## config.mk

```make
export PLATFORM = sky130hd
export DESIGN_NAME = infostring_key_lookup_top
export DESIGN_NICKNAME = d
export VERILOG_FILES = /design/src/rtl/core/iskl_pkg.sv /design/src/rtl/core/infostring_key_lookup_top.sv
export SDC_FILE = /design/constraint.sdc
export NUM_CORES = 1
export LEC_CHECK = 0
export ABC_AREA = 1
export ABC_CLOCK_PERIOD_IN_PS = 5000
export BUFFER_PORTS_ARGS = -buffer_cell sky130_fd_sc_hd__buf_2
export CAP_MARGIN = 10
export CORE_MARGIN = 2
export CORE_UTILIZATION = 45
export CTS_BUF_LIST = sky130_fd_sc_hd__clkbuf_8
export CTS_CLUSTER_SIZE = 24
export DETAILED_ROUTE_END_ITERATION = 7
export GPL_TIMING_DRIVEN = 0
export SYNTH_ARGS = -nofsm -noshare
export SYNTH_HDL_FRONTEND = slang
export SYNTH_SLANG_ARGS = --single-unit
```

## constraint.sdc

```tcl
create_clock -name clk -period 5 [get_ports clk]
set_clock_uncertainty 0.15 [all_clocks]
set_input_delay 0.5 -clock clk [delete_from_list [all_inputs] [get_ports clk]]
set_output_delay 0.5 -clock clk [all_outputs]
set_load 0.05 [all_outputs]
```

## src/rtl/core/iskl_pkg.sv

```systemverilog
// Shared constants and types for the infostring key lookup block.
// No dependencies; imported by the top level and its checker.
`default_nettype none

package iskl_pkg;

    localparam int KEY_MAX_BYTES = 16;

    localparam logic [7:0] CHAR_BACKSLASH = 8'h5C;
    localparam logic [7:0] CHAR_DQUOTE    = 8'h22;
    localparam logic [7:0] CHAR_NUL       = 8'h00;

    // Register indexes on the configuration port.
    typedef enum logic [1:0] {
        CFG_KEY_LOW  = 2'd0,
        CFG_KEY_HIGH = 2'd1,
        CFG_KEY_LEN  = 2'd2,
        CFG_CAPACITY = 2'd3
    } cfg_index_t;

    // Outcome reported on the final item of a string.
    typedef enum logic [1:0] {
        ST_FOUND     = 2'd0,
        ST_NOT_FOUND = 2'd1,
        ST_BAD_KEY   = 2'd2,
        ST_NO_ROOM   = 2'd3
    } status_t;

    typedef struct packed {
        logic [7:0] value_byte;
        logic       is_final;
        status_t    status;
    } result_t;

endpackage

`default_nettype wire

```

## src/rtl/core/infostring_key_lookup_top.sv

```systemverilog
// Infostring key lookup: top level with parser, configuration registers and output buffer.
// Depends on iskl_pkg.
`default_nettype none

// Takes one string byte per cycle on the input channel while in_ready is high, with no
// bubbles between strings: each byte is parsed by a registered state update, and its
// value byte or final status, if it yields one, lands in the output register or the skid
// entry. A two-entry output buffer lets the block take a new item while a finished result
// still waits, so in_ready only drops when both output entries are held. Configuration
// writes are accepted every cycle; write only while no string is in progress.
module infostring_key_lookup_top (
    input  wire logic                 clk,
    input  wire logic                 rst_n,
    input  wire logic                 cfg_valid,
    output logic                      cfg_ready,
    input  wire logic [1:0]           cfg_index,
    input  wire logic [63:0]          cfg_data,
    input  wire logic                 in_valid,
    output logic                      in_ready,
    input  wire logic [7:0]           text_byte,
    output logic                      out_valid,
    input  wire logic                 out_ready,
    output logic [7:0]                value_byte,
    output logic                      is_final,
    output iskl_pkg::status_t         status
);
    import iskl_pkg::*;

    typedef enum logic [2:0] {
        PH_START,
        PH_KEY,
        PH_VSKIP,
        PH_VCOPY,
        PH_DONE
    } phase_t;

    logic [63:0] key_low_reg;
    logic [63:0] key_high_reg;
    logic [4:0]  key_len_reg;
    logic [7:0]  capacity_reg;

    phase_t      phase_reg, phase_next;
    logic [4:0]  match_pos_reg, match_pos_next;
    logic        matching_reg, matching_next;
    logic [7:0]  copied_reg, copied_next;
    logic        found_reg, found_next;

    result_t     out_data_reg, skid_data_reg, res;
    logic        out_valid_reg, skid_valid_reg;
    logic        res_valid;

    logic [127:0] key_word;
    logic [7:0]   key_cur;
    logic         key_bad;
    logic         no_room;
    logic         key_complete;
    logic         accept;
    logic         pop;
    logic         push;

    assign cfg_ready = 1'b1;

    always_ff @(posedge clk or negedge rst_n)
    begin
        if (!rst_n)
        begin
            key_low_reg  <= '0;
            key_high_reg <= '0;
            key_len_reg  <= '0;
            capacity_reg <= 8'd1;
        end
        else if (cfg_valid)
        begin
            unique case (cfg_index_t'(cfg_index))
                CFG_KEY_LOW:  key_low_reg  <= cfg_data;
                CFG_KEY_HIGH: key_high_reg <= cfg_data;
                CFG_KEY_LEN:  key_len_reg  <= cfg_data[4:0];
                CFG_CAPACITY: capacity_reg <= cfg_data[7:0];
                default: ;
            endcase
        end
    end

    assign key_word = {key_high_reg, key_low_reg};
    assign key_cur  = key_word[{match_pos_reg[3:0], 3'b000} +: 8];
    assign no_room  = (capacity_reg == 8'd0);
    assign key_complete = matching_reg && (match_pos_reg == key_len_reg);

    // Key validity is recomputed every cycle from the registers.
    always_comb
    begin
        key_bad = (key_len_reg == 5'd0) || (key_len_reg > 5'(KEY_MAX_BYTES));
        for (int i = 0; i < KEY_MAX_BYTES; i++)
        begin
            if ((5'(i) < key_len_reg) &&
                ((key_word[i*8 +: 8] == CHAR_BACKSLASH) ||
                 (key_word[i*8 +: 8] == CHAR_DQUOTE)))
            begin
                key_bad = 1'b1;
            end
        end
    end

    always_comb
    begin
        phase_next     = phase_reg;
        match_pos_next = match_pos_reg;
        matching_next  = matching_reg;
        copied_next    = copied_reg;
        found_next     = found_reg;
        res_valid      = 1'b0;
        res.value_byte = CHAR_NUL;
        res.is_final   = 1'b0;
        res.status     = ST_FOUND;

        if (text_byte == CHAR_NUL)
        begin
            res_valid    = 1'b1;
            res.is_final = 1'b1;
            priority if (no_room)
                res.status = ST_NO_ROOM;
            else if (key_bad)
                res.status = ST_BAD_KEY;
            else if (found_reg || ((phase_reg == PH_KEY) && key_complete))
                res.status = ST_FOUND;
            else
                res.status = ST_NOT_FOUND;
            phase_next     = PH_START;
            match_pos_next = '0;
            matching_next  = 1'b1;
            copied_next    = '0;
            found_next     = 1'b0;
        end
        else
        begin
            unique case (phase_reg)
                PH_START:
                begin
                    if (text_byte == CHAR_BACKSLASH)
                    begin
                        phase_next     = PH_KEY;
                        match_pos_next = '0;
                        matching_next  = 1'b1;
                    end
                    else
                    begin
                        phase_next = PH_DONE;
                    end
                end
                PH_KEY:
                begin
                    if (text_byte == CHAR_BACKSLASH)
                    begin
                        if (key_complete)
                        begin
                            found_next  = 1'b1;
                            copied_next = '0;
                            phase_next  = PH_VCOPY;
                        end
                        else
                        begin
                            phase_next = PH_VSKIP;
                        end
                    end
                    else if (matching_reg && (match_pos_reg < key_len_reg) &&
                             (match_pos_reg < 5'(KEY_MAX_BYTES)) &&
                             (text_byte == key_cur))
                    begin
                        match_pos_next = match_pos_reg + 5'd1;
                    end
                    else
                    begin
                        matching_next = 1'b0;
                    end
                end
                PH_VSKIP:
                begin
                    if (text_byte == CHAR_BACKSLASH)
                    begin
                        phase_next     = PH_KEY;
                        match_pos_next = '0;
                        matching_next  = 1'b1;
                    end
                end
                PH_VCOPY:
                begin
                    if (text_byte == CHAR_BACKSLASH)
                    begin
                        phase_next = PH_DONE;
                    end
                    else if (!no_room && !key_bad &&
                             (({1'b0, copied_reg} + 9'd1) < {1'b0, capacity_reg}))
                    begin
                        copied_next    = copied_reg + 8'd1;
                        res_valid      = 1'b1;
                        res.value_byte = text_byte;
                    end
                end
                PH_DONE: ;
                default: ;
            endcase
        end
    end

    assign in_ready = !skid_valid_reg;
    assign accept   = in_valid && in_ready;
    assign pop      = out_valid_reg && out_ready;
    assign push     = accept && res_valid;

    always_ff @(posedge clk or negedge rst_n)
    begin
        if (!rst_n)
        begin
            phase_reg      <= PH_START;
            match_pos_reg  <= '0;
            matching_reg   <= 1'b1;
            copied_reg     <= '0;
            found_reg      <= 1'b0;
            out_valid_reg  <= 1'b0;
            skid_valid_reg <= 1'b0;
            out_data_reg   <= '0;
            skid_data_reg  <= '0;
        end
        else
        begin
            if (accept)
            begin
                phase_reg     <= phase_next;
                match_pos_reg <= match_pos_next;
                matching_reg  <= matching_next;
                copied_reg    <= copied_next;
                found_reg     <= found_next;
            end
            // The skid entry is always older than anything new, so it moves up first.
            if (skid_valid_reg)
            begin
                if (pop)
                begin
                    out_data_reg   <= skid_data_reg;
                    skid_valid_reg <= 1'b0;
                end
            end
            else if (push)
            begin
                if (!out_valid_reg || pop)
                begin
                    out_data_reg  <= res;
                    out_valid_reg <= 1'b1;
                end
                else
                begin
                    skid_data_reg  <= res;
                    skid_valid_reg <= 1'b1;
                end
            end
            else if (pop)
            begin
                out_valid_reg <= 1'b0;
            end
        end
    end

    assign out_valid  = out_valid_reg;
    assign value_byte = out_data_reg.value_byte;
    assign is_final   = out_data_reg.is_final;
    assign status     = out_data_reg.status;

endmodule

`default_nettype wire

```

### Word level (Yosys, flattened, before mapping)

Index checks and enable logic that the tools add are counted.

| cells by class | value |
|---|---|
| add/subtract/negate cells | 3 |
| multiply operators | 0 |
| div/mod/pow operators | 0 |
| magnitude comparators | 20 |
| equality and inequality tests | 53 |
| shift-type cells | 1 |
| multiplexer cells | 66 |
| bitwise operators | 2 |
| reductions and logical operators | 76 |

Operator list:

| kind | number |
|---|---|
| == test 8 x 7 -> 1 bit, second input constant | 17 |
| == test 8 x 6 -> 1 bit, second input constant | 16 |
| indexed part select 128 x 8 -> 8 bit | 1 |
| 2-to-1 mux 8 bit | 9 |
| 2-to-1 mux 11 bit | 4 |
| less-than comparator 4 x 5 -> 1 bit, first input constant | 8 |
| 2-to-1 mux 1 bit | 37 |
| logical AND 1 bit | 26 |
| != test 3 bit, second input constant | 7 |
| less-than comparator 3 x 5 -> 1 bit, first input constant | 4 |
| 2-to-1 mux 5 bit | 4 |
| logical OR 1 bit | 19 |
| 2-to-1 mux 3 bit | 6 |
| logical NOT 8 bit | 2 |
| case mux 8 bit (2 select lines) | 1 |
| AND reduction 5 bit | 3 |
| case mux 3 bit (4 select lines) | 1 |
| nonzero test 2 bit | 6 |
| less-than comparator 1 x 5 -> 1 bit, first input constant | 2 |
| less-than comparator 2 x 5 -> 1 bit, first input constant | 2 |
| case mux 5 bit (2 select lines) | 1 |
| adder 8 x 1 -> 9 bit, second input constant | 1 |
| less-than comparator 9 x 8 -> 1 bit | 1 |
| AND reduction 3 bit | 3 |
| 27 further kinds | 40 |

| storage, ports and cells | value |
|---|---|
| register bits after elaboration | 183 |
| bits in latches | 0 |
| bits in writable memories | 0 |
| ROM bits | 0 |
| input port bits | 79 |
| output and inout bits | 14 |
| logic and storage cells | 238 |
| memories | 0 |

### Longest topological paths before layout

Gate-level depths: netlist (run 1).

| depth | value |
|---|---|
| depth in word-level cells | 29 |
| mapped depth | 21 |
| mapped depth without buffers | 20 |

### Worst setup path before layout (run 1)

Ideal clock, no wire load.

| timing path | value |
|---|---|
| path type | register to register |
| from | reg copied_reg[0] |
| to | reg out_data_reg, in the netlist value_byte[7] |
| setup time | 0.065 ns |
| arrival time | 2.496 ns |
| required time | 4.785 ns |
| setup slack | 2.289 ns |
| stages on the path, launching flop included | 22 |
| buffers on the path | 1 |
| path through | dfrtp_1 ha_1 and3_1 xnor2_1 inv_1 ha_1 nand2_1 nor2_1 nand2_1 nand3_1 nand2_1 nand2_1 nand2_1 nand2_1 a21oi_1 inv_1 nor2_4 buf_6 nand3_2 nand2_1 nand3_1 nand2_1 |

| between the ends | value |
|---|---|
| cells in the longest elaborated chain, start to end | 10 |
| elaborated cells on any way between the ends | 17 |

RTL lines:

| element | line | text |
|---|---|---|
| start: declaration | infostring_key_lookup_top.sv:45 | `logic [7:0] copied_reg, copied_next;` |
| start signal: assignment | infostring_key_lookup_top.sv:231 | `copied_reg <= copied_next;` |
| adder 8 x 1 -> 9 bit (*) | infostring_key_lookup_top.sv:192 | `(({1'b0, copied_reg} + 9'd1) < {1'b0, capacity_reg}))` |
| less-than comparator 9 x 8 -> 1 bit (*) | infostring_key_lookup_top.sv:192 |  |
| logical AND 1 bit (*) | infostring_key_lookup_top.sv:191 | `else if (!no_room && !key_bad &&` |
| 2-to-1 mux 8 bit or 2-to-1 mux 1 bit (tied branches) | infostring_key_lookup_top.sv:191 |  |
| 2-to-1 mux 8 bit or 2-to-1 mux 1 bit (tied branches) | infostring_key_lookup_top.sv:187 | `if (text_byte == CHAR_BACKSLASH)` |
| 2-to-1 mux 8 bit or 2-to-1 mux 1 bit (tied branches) | infostring_key_lookup_top.sv:136 | `unique case (phase_reg)` |
| 2-to-1 mux 8 bit or 2-to-1 mux 1 bit (tied branches) | infostring_key_lookup_top.sv:116 | `if (text_byte == CHAR_NUL)` |
| 2-to-1 mux 11 bit or logical AND 1 bit (tied branches) | infostring_key_lookup_top.sv:245, infostring_key_lookup_top.sv:208 |  |
| 2-to-1 mux 11 bit or nonzero test 2 bit (tied branches) | - |  |
| 2-to-1 mux 11 bit or AND reduction 3 bit (tied branches) | - |  |
| end signal: assignment | infostring_key_lookup_top.sv:239 | `out_data_reg <= skid_data_reg;` |
| end signal: assignment | infostring_key_lookup_top.sv:247 | `out_data_reg <= res;` |
| end: declaration | infostring_key_lookup_top.sv:48 | `result_t out_data_reg, skid_data_reg, res;` |

Mark *: on every way between the ends. The rest lies on a longest branch, timed or not. The select of a mux whose other input is x is not followed.
A chain may end at the register's enable or synchronous reset.

### Worst setup path in the final report (run 1)

Same ends and word-level chain as after synthesis.

==> results.py, run 1 <==
metrics = {
    "status": {
        "status": "completed",
    },
    "clock_tree": {
        "root_buffer": "clkbuf_8",
        "clkLatencyLatePin_ps": 480,
        "cts_buffers": 17,
        "cts_sinks": 183,
        "clk_pin_slew_worst_paths_ps": 110,
        "htree_levels": 4,
        "cts_tree": "done",
        "clock_path_buffers": 2,
    },
    "timing": {
        "fmax_ghz": 0.3220,
        "fin_setup_tns_ps": 0,
        "report.final.hold_viol_count": 0,
        "maxSlewHeadroom_pct": 45.40,
        "fin_crit_sh_pct": 62.11,
        "rsz0062_at_grt": "false",
        "setup_viol": 0,
        "drv_slew": 0,
        "tightest_slew_ps": 819.0,
        "layout_min_cycle_time_ps": 3105,
    },
    "critical_path": {
        "crit_fanout": 10,
        "critical_path.endpoint_type": "flip-flop",
        "crit_path_start_kind": "flip-flop",
        "cp.arrival_ps": 3380,
        "crit_path_cell_trace": "ha_1 > and3_1 > xnor2_1 > inv_1 > ha_1 > a21oi_1 > nand3_1 > nand2_1 > nand2_1 > nand2_1 > nand2_1 > a21oi_1 > inv_1 > nor2_4 > buf_6 > nand3_2 > nand2_1 > nand3_1 > nand2_1",
        "critPathSlowestCell": "dfrtp_1",
        "cp.required_ps": 5270,
        "cp_num_buf_inv": 3,
        "critical_path.top_delay_family": "simple AND/OR/NAND/NOR gates",
        "crit_top_cell": "nand2_1",
        "reg2reg_depth": 19,
        "cpPeakStageDelay_ps": 440,
        "crit_cells": 19,
        "rrSetupSlack_ps": 1890,
        "path_class": "flip-flop to flip-flop",
        "r2r_end": "value_byte[7]",
        "r2r-start": "copied_reg[0]",
    },
    "route": {
        "drc": 0,
        "num_vias": 9895,
        "drtPass1Iterations": 5,
        "first_iter_violations": 732,
        "wirelength_mm": 31.94,
        "wl_per_cell_um": 16.56,
        "viasPerCell": 5.130,
        "ant_nets": 0,
    },
    "yosys": {
        "synth_area_leaders": "dfrtp_1 (43%), nand2_1 (16%), o21ai_0 (9.0%)",
        "postSynthCellCount": 1485,
        "synth_top_area_cell": "dfrtp_1",
        "synth_edf_count": 0,
        "syn_area_per_cell_um2": 7.146,
        "synth.top_cell.area_share_pct": 42.68,
        "ys.flop_type": "dfrtp_1",
        "synth_warnings": 0,
        "synth_cell_types": 44,
        "async_reset_ff_share_pct": 100.0,
        "syn_area_um2": 10610,
        "ys_top_cells_by_count": "nand2_1 (455), inv_1 (207), o21ai_0 (190)",
        "ys_seq_area_share_pct": 43.18,
        "synth_nets": 1578,
        "synth_seq_cells": 183,
        "yosysMostFrequentCell": "nand2_1",
    },
    "place": {
        "routabilityCongestion": 0.9820,
        "portBuffers": 91,
        "placed_cells": 1896,
        "place_hpwl_mm": 24.43,
    },
    "power": {
        "clkPwrFrac_pct": 27.5,
        "vdd_drop_max_mv": 0.1991,
        "p_per_area_nw_per_um2": 307.6,
        "leakage_nw": 6.161,
        "power_frac_seq_pct": 51.4,
        "switching_share_pct": 36.60,
        "p_sw_mw": 1.338,
        "combPwrFrac_pct": 21.1,
        "intPower_mw": 2.318,
    },
    "cells_and_area": {
        "num_antenna_cells": 0,
        "multi_input_area_um2": 4836,
        "fillers": 2379,
        "fin_nets": 1690,
        "seq_area_um2": 4582,
        "area_growth_pct": 12.02,
        "final_cell_count_no_fill": 1929,
        "drive_gt1_share_pct": 12.48,
    },
    "global_routing": {
        "grt_overflow": 0,
        "antenna_found_initial": 0,
        "grt_pass1_vias": 9368,
        "track_usage_pct": 26.63,
        "grt_pass1_wl_mm": 50.91,
        "grt_max_degree": 94,
    },
    "floorplan": {
        "core-area_um2": 23330,
        "die_h_um": 157.6,
        "die_w_um": 157.6,
        "start_util_pct": 45.48,
        "ios": 93,
        "die_area_um2": 24830,
        "row_count": 56,
    },
    "run": {
        "drv_cap": 0,
    },
    "hold_path": {
        "hold_end": "key_low_reg[53]",
        "hold_depth": 3,
        "worstHoldStart": "cfg_data[53]",
        "hold_path.class": "input pin to flip-flop",
    },
}
[layout by cell type (no fill, tap or decap), types with 2 or more instances in the layout]
cell type	n
o21ai_0	190
nor4_1	4
and2_1	2
inv_6	7
clkbuf_8	19
buf_2	102
nand2_1	455
buf_6	13
nor3_1	11
nand3_1	90
xor2_1	5
a21oi_1	38
nand3b_1	5
inv_1	207
o21ai_1	5
dfrtp_1	181
o211ai_1	28
clkinv_1	2
nand2_2	2
inv_2	4
o22ai_1	4
o21ai_2	17
clkinv_4	2
nor2_1	110
buf_4	5
dfstp_2	2
ha_1	14
nand4_1	17
nor2_4	3
dlygate4sd3_1	2
buf_1	2
nand2_4	3
clkbuf_1	30
nand3_2	8
nor2_2	3
inv_8	3
[timing repair]
item / 4_1_cts / 5_1_grt
endpoints found under the hold margin: 88 / 0
resized for setup: 0 / 0
hold buffers: 1 / 0
buffers inserted: 0 / 0
[layer usage]
layer  up-vias  share of wire, %  track usage, %
met5         -                 0               0
met4         0               2.1           6.970
met3        45               5.1           4.350
met2       262                45           42.90
met1      4641                47           37.34
li1       4947                 -               -
[metrics by stage]
stage                     total power [mW]  instance area [um2]  setup WS [ps]  util, %  hold slack, ps
after floorplan                      2.353                10610           2289        -           54.41
final                                3.656                11890           1895    50.94           117.1
after global routing                 3.878                11890           1595    50.94           119.5
after CTS                            3.665                11890           1863    50.94           97.55
after detailed placement             2.666                11500           1909    49.30           303.5
after global placement               2.649                11470          209.2    49.14           300.1
[worst max path at each step]
stage / from / to / slack (ps)
after CTS: copied_reg[0] / value_byte[7] / 1860
after global placement: rst_n / key_high_reg[17] / 210
after detailed placement: copied_reg[0] / value_byte[7] / 1910
after global routing: copied_reg[0] / value_byte[7] / 1590
final: copied_reg[0] / value_byte[7] / 1890
after floorplan: copied_reg[0] / value_byte[7] / 2290
[cell type report]
class / instances / area share (%)
Clock inverter: 14 / 1.053
Clock buffer: 18 / 2.084
Buffer: 64 / 3.263
Multi-Input combinational cell: 1024 / 40.68
Timing Repair Buffer: 93 / 4.232
Sequential cell: 183 / 38.55
Inverter: 214 / 6.779
Tap cell: 319 / 3.358
[cells by family (layout without fill, tap and decap cells)]
kind of cell	count (synthesis)	count (layout)	share of synthesized area, %
xor+xnor	6	6	0.4952
compound gates	286	286	14.97
other cells	1	1	0.03534
simple gates	717	717	28.42
buf+inv	278	403	11.25
flops	183	183	43.18
fa+ha+maj	14	14	1.651
[worst register-to-register path, stage by stage (launching register included)]
cell     delay [ps]
dfrtp_1         440
ha_1            250
and3_1          210
xnor2_1         130
inv_1            90
ha_1            310
a21oi_1         150
nand3_1          90
nand2_1          60
nand2_1          50
nand2_1          50
nand2_1          50
a21oi_1         270
inv_1           130
nor2_4          220
buf_6           180
nand3_2          60
nand2_1          60
nand3_1          60
nand2_1          60
[power by group through the flow]
stage	Combinational, mW	Sequential (mW)	Clock (mW)
floorplan	0.509	1.84	0
global placement	0.749	1.90	0
detailed placement	0.766	1.90	0
CTS	0.769	1.87	1.02
global route	0.887	1.90	1.09
finish	0.773	1.88	1.00
Note: power is estimated with default switching activity, not from simulation.
==> run 2: changes to the inputs <==
Settings changed: ABC_CLOCK_PERIOD_IN_PS 5000 to 3200.
Clock period 5 ns to 3.2 ns, I/O delays scaled along.
==> run 2 against run 1 <==
Critical path depth shrank 1. Final cell count grew 3.4%. Routed wire length grew 2.2%. Sequential power grew 56%. Via count grew 2.4%. Sequential cell count is the same. Maximum frequency grew 6.4%. Worst hold slack lost 110 ps. Non-clock buffer count grew 66. Critical endpoint is now copied_reg[7].
==> results.py, run 2 (synthesis results as in run 1) <==
metrics = {
    "power": {
        "vdd_drop_max_mv": 0.3117,
        "p_per_area_nw_per_um2": 460.6,
        "switching_share_pct": 36.43,
        "intPower_mw": 3.670,
        "combPwrFrac_pct": 21.9,
        "clkPwrFrac_pct": 27.2,
        "leakage_nw": 6.443,
        "power_frac_seq_pct": 50.9,
        "p_sw_mw": 2.103,
    },
    "clock_tree": {
        "clkLatencyLatePin_ps": 490,
        "root_buffer": "clkbuf_8",
        "clk_pin_slew_worst_paths_ps": 110,
        "cts_buffers": 17,
        "clock_path_buffers": 2,
        "cts_sinks": 183,
        "cts_tree": "done",
        "htree_levels": 4,
    },
    "global_routing": {
        "grt_max_degree": 94,
        "track_usage_pct": 27.16,
        "grt_pass1_vias": 9646,
        "antenna_found_initial": 0,
        "grt_overflow": 0,
        "grt_pass1_wl_mm": 51.96,
    },
    "hold_path": {
        "hold_depth": 3,
        "hold_end": "key_high_reg[6]",
        "worstHoldStart": "cfg_data[6]",
        "hold_path.class": "input pin to flip-flop",
    },
    "cells_and_area": {
        "fin_nets": 1756,
        "drive_gt1_share_pct": 12.35,
        "fillers": 2305,
        "mostFrequentLayoutCell": "nand2_1",
        "final_cell_mix": "nand2_1 (455), inv_1 (207), o21ai_0 (190)",
        "area_growth_pct": 18.13,
        "fin_area_um2": 12540,
        "num_antenna_cells": 0,
    },
    "critical_path": {
        "path_class": "flip-flop to flip-flop",
        "cp.arrival_ps": 3140,
        "crit_path_cell_trace": "ha_1 > and3_1 > xnor2_1 > inv_1 > ha_1 > a21oi_1 > nand3_1 > nand2_1 > nand2_1 > nand2_1 > nand2_1 > a21oi_2 > nand3_2 > nand3_2 > nand2_2 > buf_6 > nand2_1 > o21ai_2",
        "r2r_end": "copied_reg[7]",
        "crit_fanout": 10,
        "cp_num_buf_inv": 2,
        "critical_path.top_delay_family": "simple AND/OR/NAND/NOR gates",
        "critPathSlowestCell": "dfrtp_1",
        "crit_top_cell": "nand2_1",
        "crit_path_start_kind": "flip-flop",
        "cpPeakStageDelay_ps": 400,
        "rrSetupSlack_ps": 280,
        "r2r-start": "copied_reg[0]",
        "reg2reg_depth": 18,
        "critical_path.endpoint_type": "flip-flop",
        "cp.required_ps": 3420,
    },
    "floorplan": {
        "row_count": 56,
        "core-area_um2": 23330,
        "die_h_um": 157.6,
        "start_util_pct": 45.48,
        "die_area_um2": 24830,
        "die_w_um": 157.6,
        "ios": 93,
    },
    "place": {
        "place_hpwl_mm": 24.43,
        "portBuffers": 91,
        "routabilityCongestion": 0.9820,
        "place_ws_ps": 109.2,
        "dpl_cell_area_um2": 11500,
    },
    "route": {
        "wirelength_mm": 32.63,
        "drtPass1Iterations": 5,
        "ant_nets": 0,
        "wl_per_cell_um": 16.35,
        "first_iter_violations": 686,
        "num_vias": 10134,
        "viasPerCell": 5.080,
        "drc": 0,
    },
    "timing": {
        "rsz0062_at_grt": "false",
        "layout_min_cycle_time_ps": 2919,
        "drv_slew": 0,
        "maxSlewHeadroom_pct": 46.69,
        "report.final.hold_viol_count": 0,
        "fin_setup_tns_ps": 0,
        "worst_slack_ps": 281.0,
        "tightest_slew_ps": 799.6,
        "fin_crit_sh_pct": 91.22,
        "fmax_ghz": 0.3426,
        "fin_hold_ws_ps": 10.63,
        "setup_viol": 0,
    },
    "status": {
        "status": "completed",
    },
    "run": {
        "drv_cap": 0,
    },
}
-- run 2: cell count changes in the layout (fill, tap and decap cells not counted) --
cell | before | now
buf_4 | 5 | 9
a21oi_2 | 0 | 1
buf_2 | 102 | 103
a21oi_1 | 38 | 37
dlygate4sd3_1 | 2 | 63
-- run 2: cell type report --
cell class	count	area [um2]	share of cell area, %
buffer	64	387.9	3.094
multi-input combinational	1024	4840	38.61
sequential	183	4582	36.55
clock buffer	18	247.7	1.976
timing repair buffer	159	1149	9.163
tap	319	399.1	3.184
clock inverter	14	125.1	0.9981
inverter	214	805.8	6.428
-- run 2: how the worst max path moves through the flow --
stage | start | end | slack, ps | depth (start not counted)
detailed placement | copied_reg[0] | value_byte[7] | 110 | 19
CTS | copied_reg[0] | value_byte[7] | 60 | 19
finish | copied_reg[0] | copied_reg[7] | 280 | 18
global route | copied_reg[0] | value_byte[4] | 0.9 | 21
global placement | rst_n | key_high_reg[17] | -1410 | 1
floorplan | copied_reg[0] | value_byte[7] | 490 | 21
-- run 2: power by group through the flow --
stage	Sequential, mW	Clock [mW]	Combinational, mW
6_report	2.94	1.57	1.27
5_1_grt	2.97	1.70	1.45
4_1_cts	2.93	1.60	1.26
3_5_place_dp	2.97	0	1.20
3_3_place_gp	2.97	0	1.17
2_1_floorplan	2.88	0	0.796
-- run 2: what timing repair did --
| action | in CTS | in global routing |
|---|---|---|
| resized for setup | 0 | 1 |
| setup buffers | 0 | 4 |
| endpoints found under the hold margin | 204 | 0 |
| setup endpoints to repair | 0 | 30 |
| hold buffers | 62 | 0 |
-- run 2: through the flow --
stage	utilization [%]	power [mW]	cells
final	53.73	5.774	1995
after global routing	53.73	6.126	1995
after CTS	53.56	5.783	1990
after detailed placement	49.30	4.165	1896
after global placement	49.14	4.140	1895
after floorplan	-	3.676	1485
-- run 2: layer usage --
metal  global-route usage [%]  vias up  part of all wire (%)
met1                    37.64     4733                    46
met5                        0        -                     0
met3                    4.378       44                   5.3
li1                         -     5077                     -
met4                    6.970        0                   2.0
met2                    44.38      280                    46
-- run 2: worst reg2reg max path, stage by stage, from the launching register on --
cell,delay (ps)
dfrtp_1,400
ha_1,230
and3_1,210
xnor2_1,130
inv_1,90
ha_1,310
a21oi_1,150
nand3_1,90
nand2_1,60
nand2_1,50
nand2_1,50
nand2_1,60
a21oi_2,210
nand3_2,130
nand3_2,100
nand2_2,120
buf_6,180
nand2_1,70
o21ai_2,50
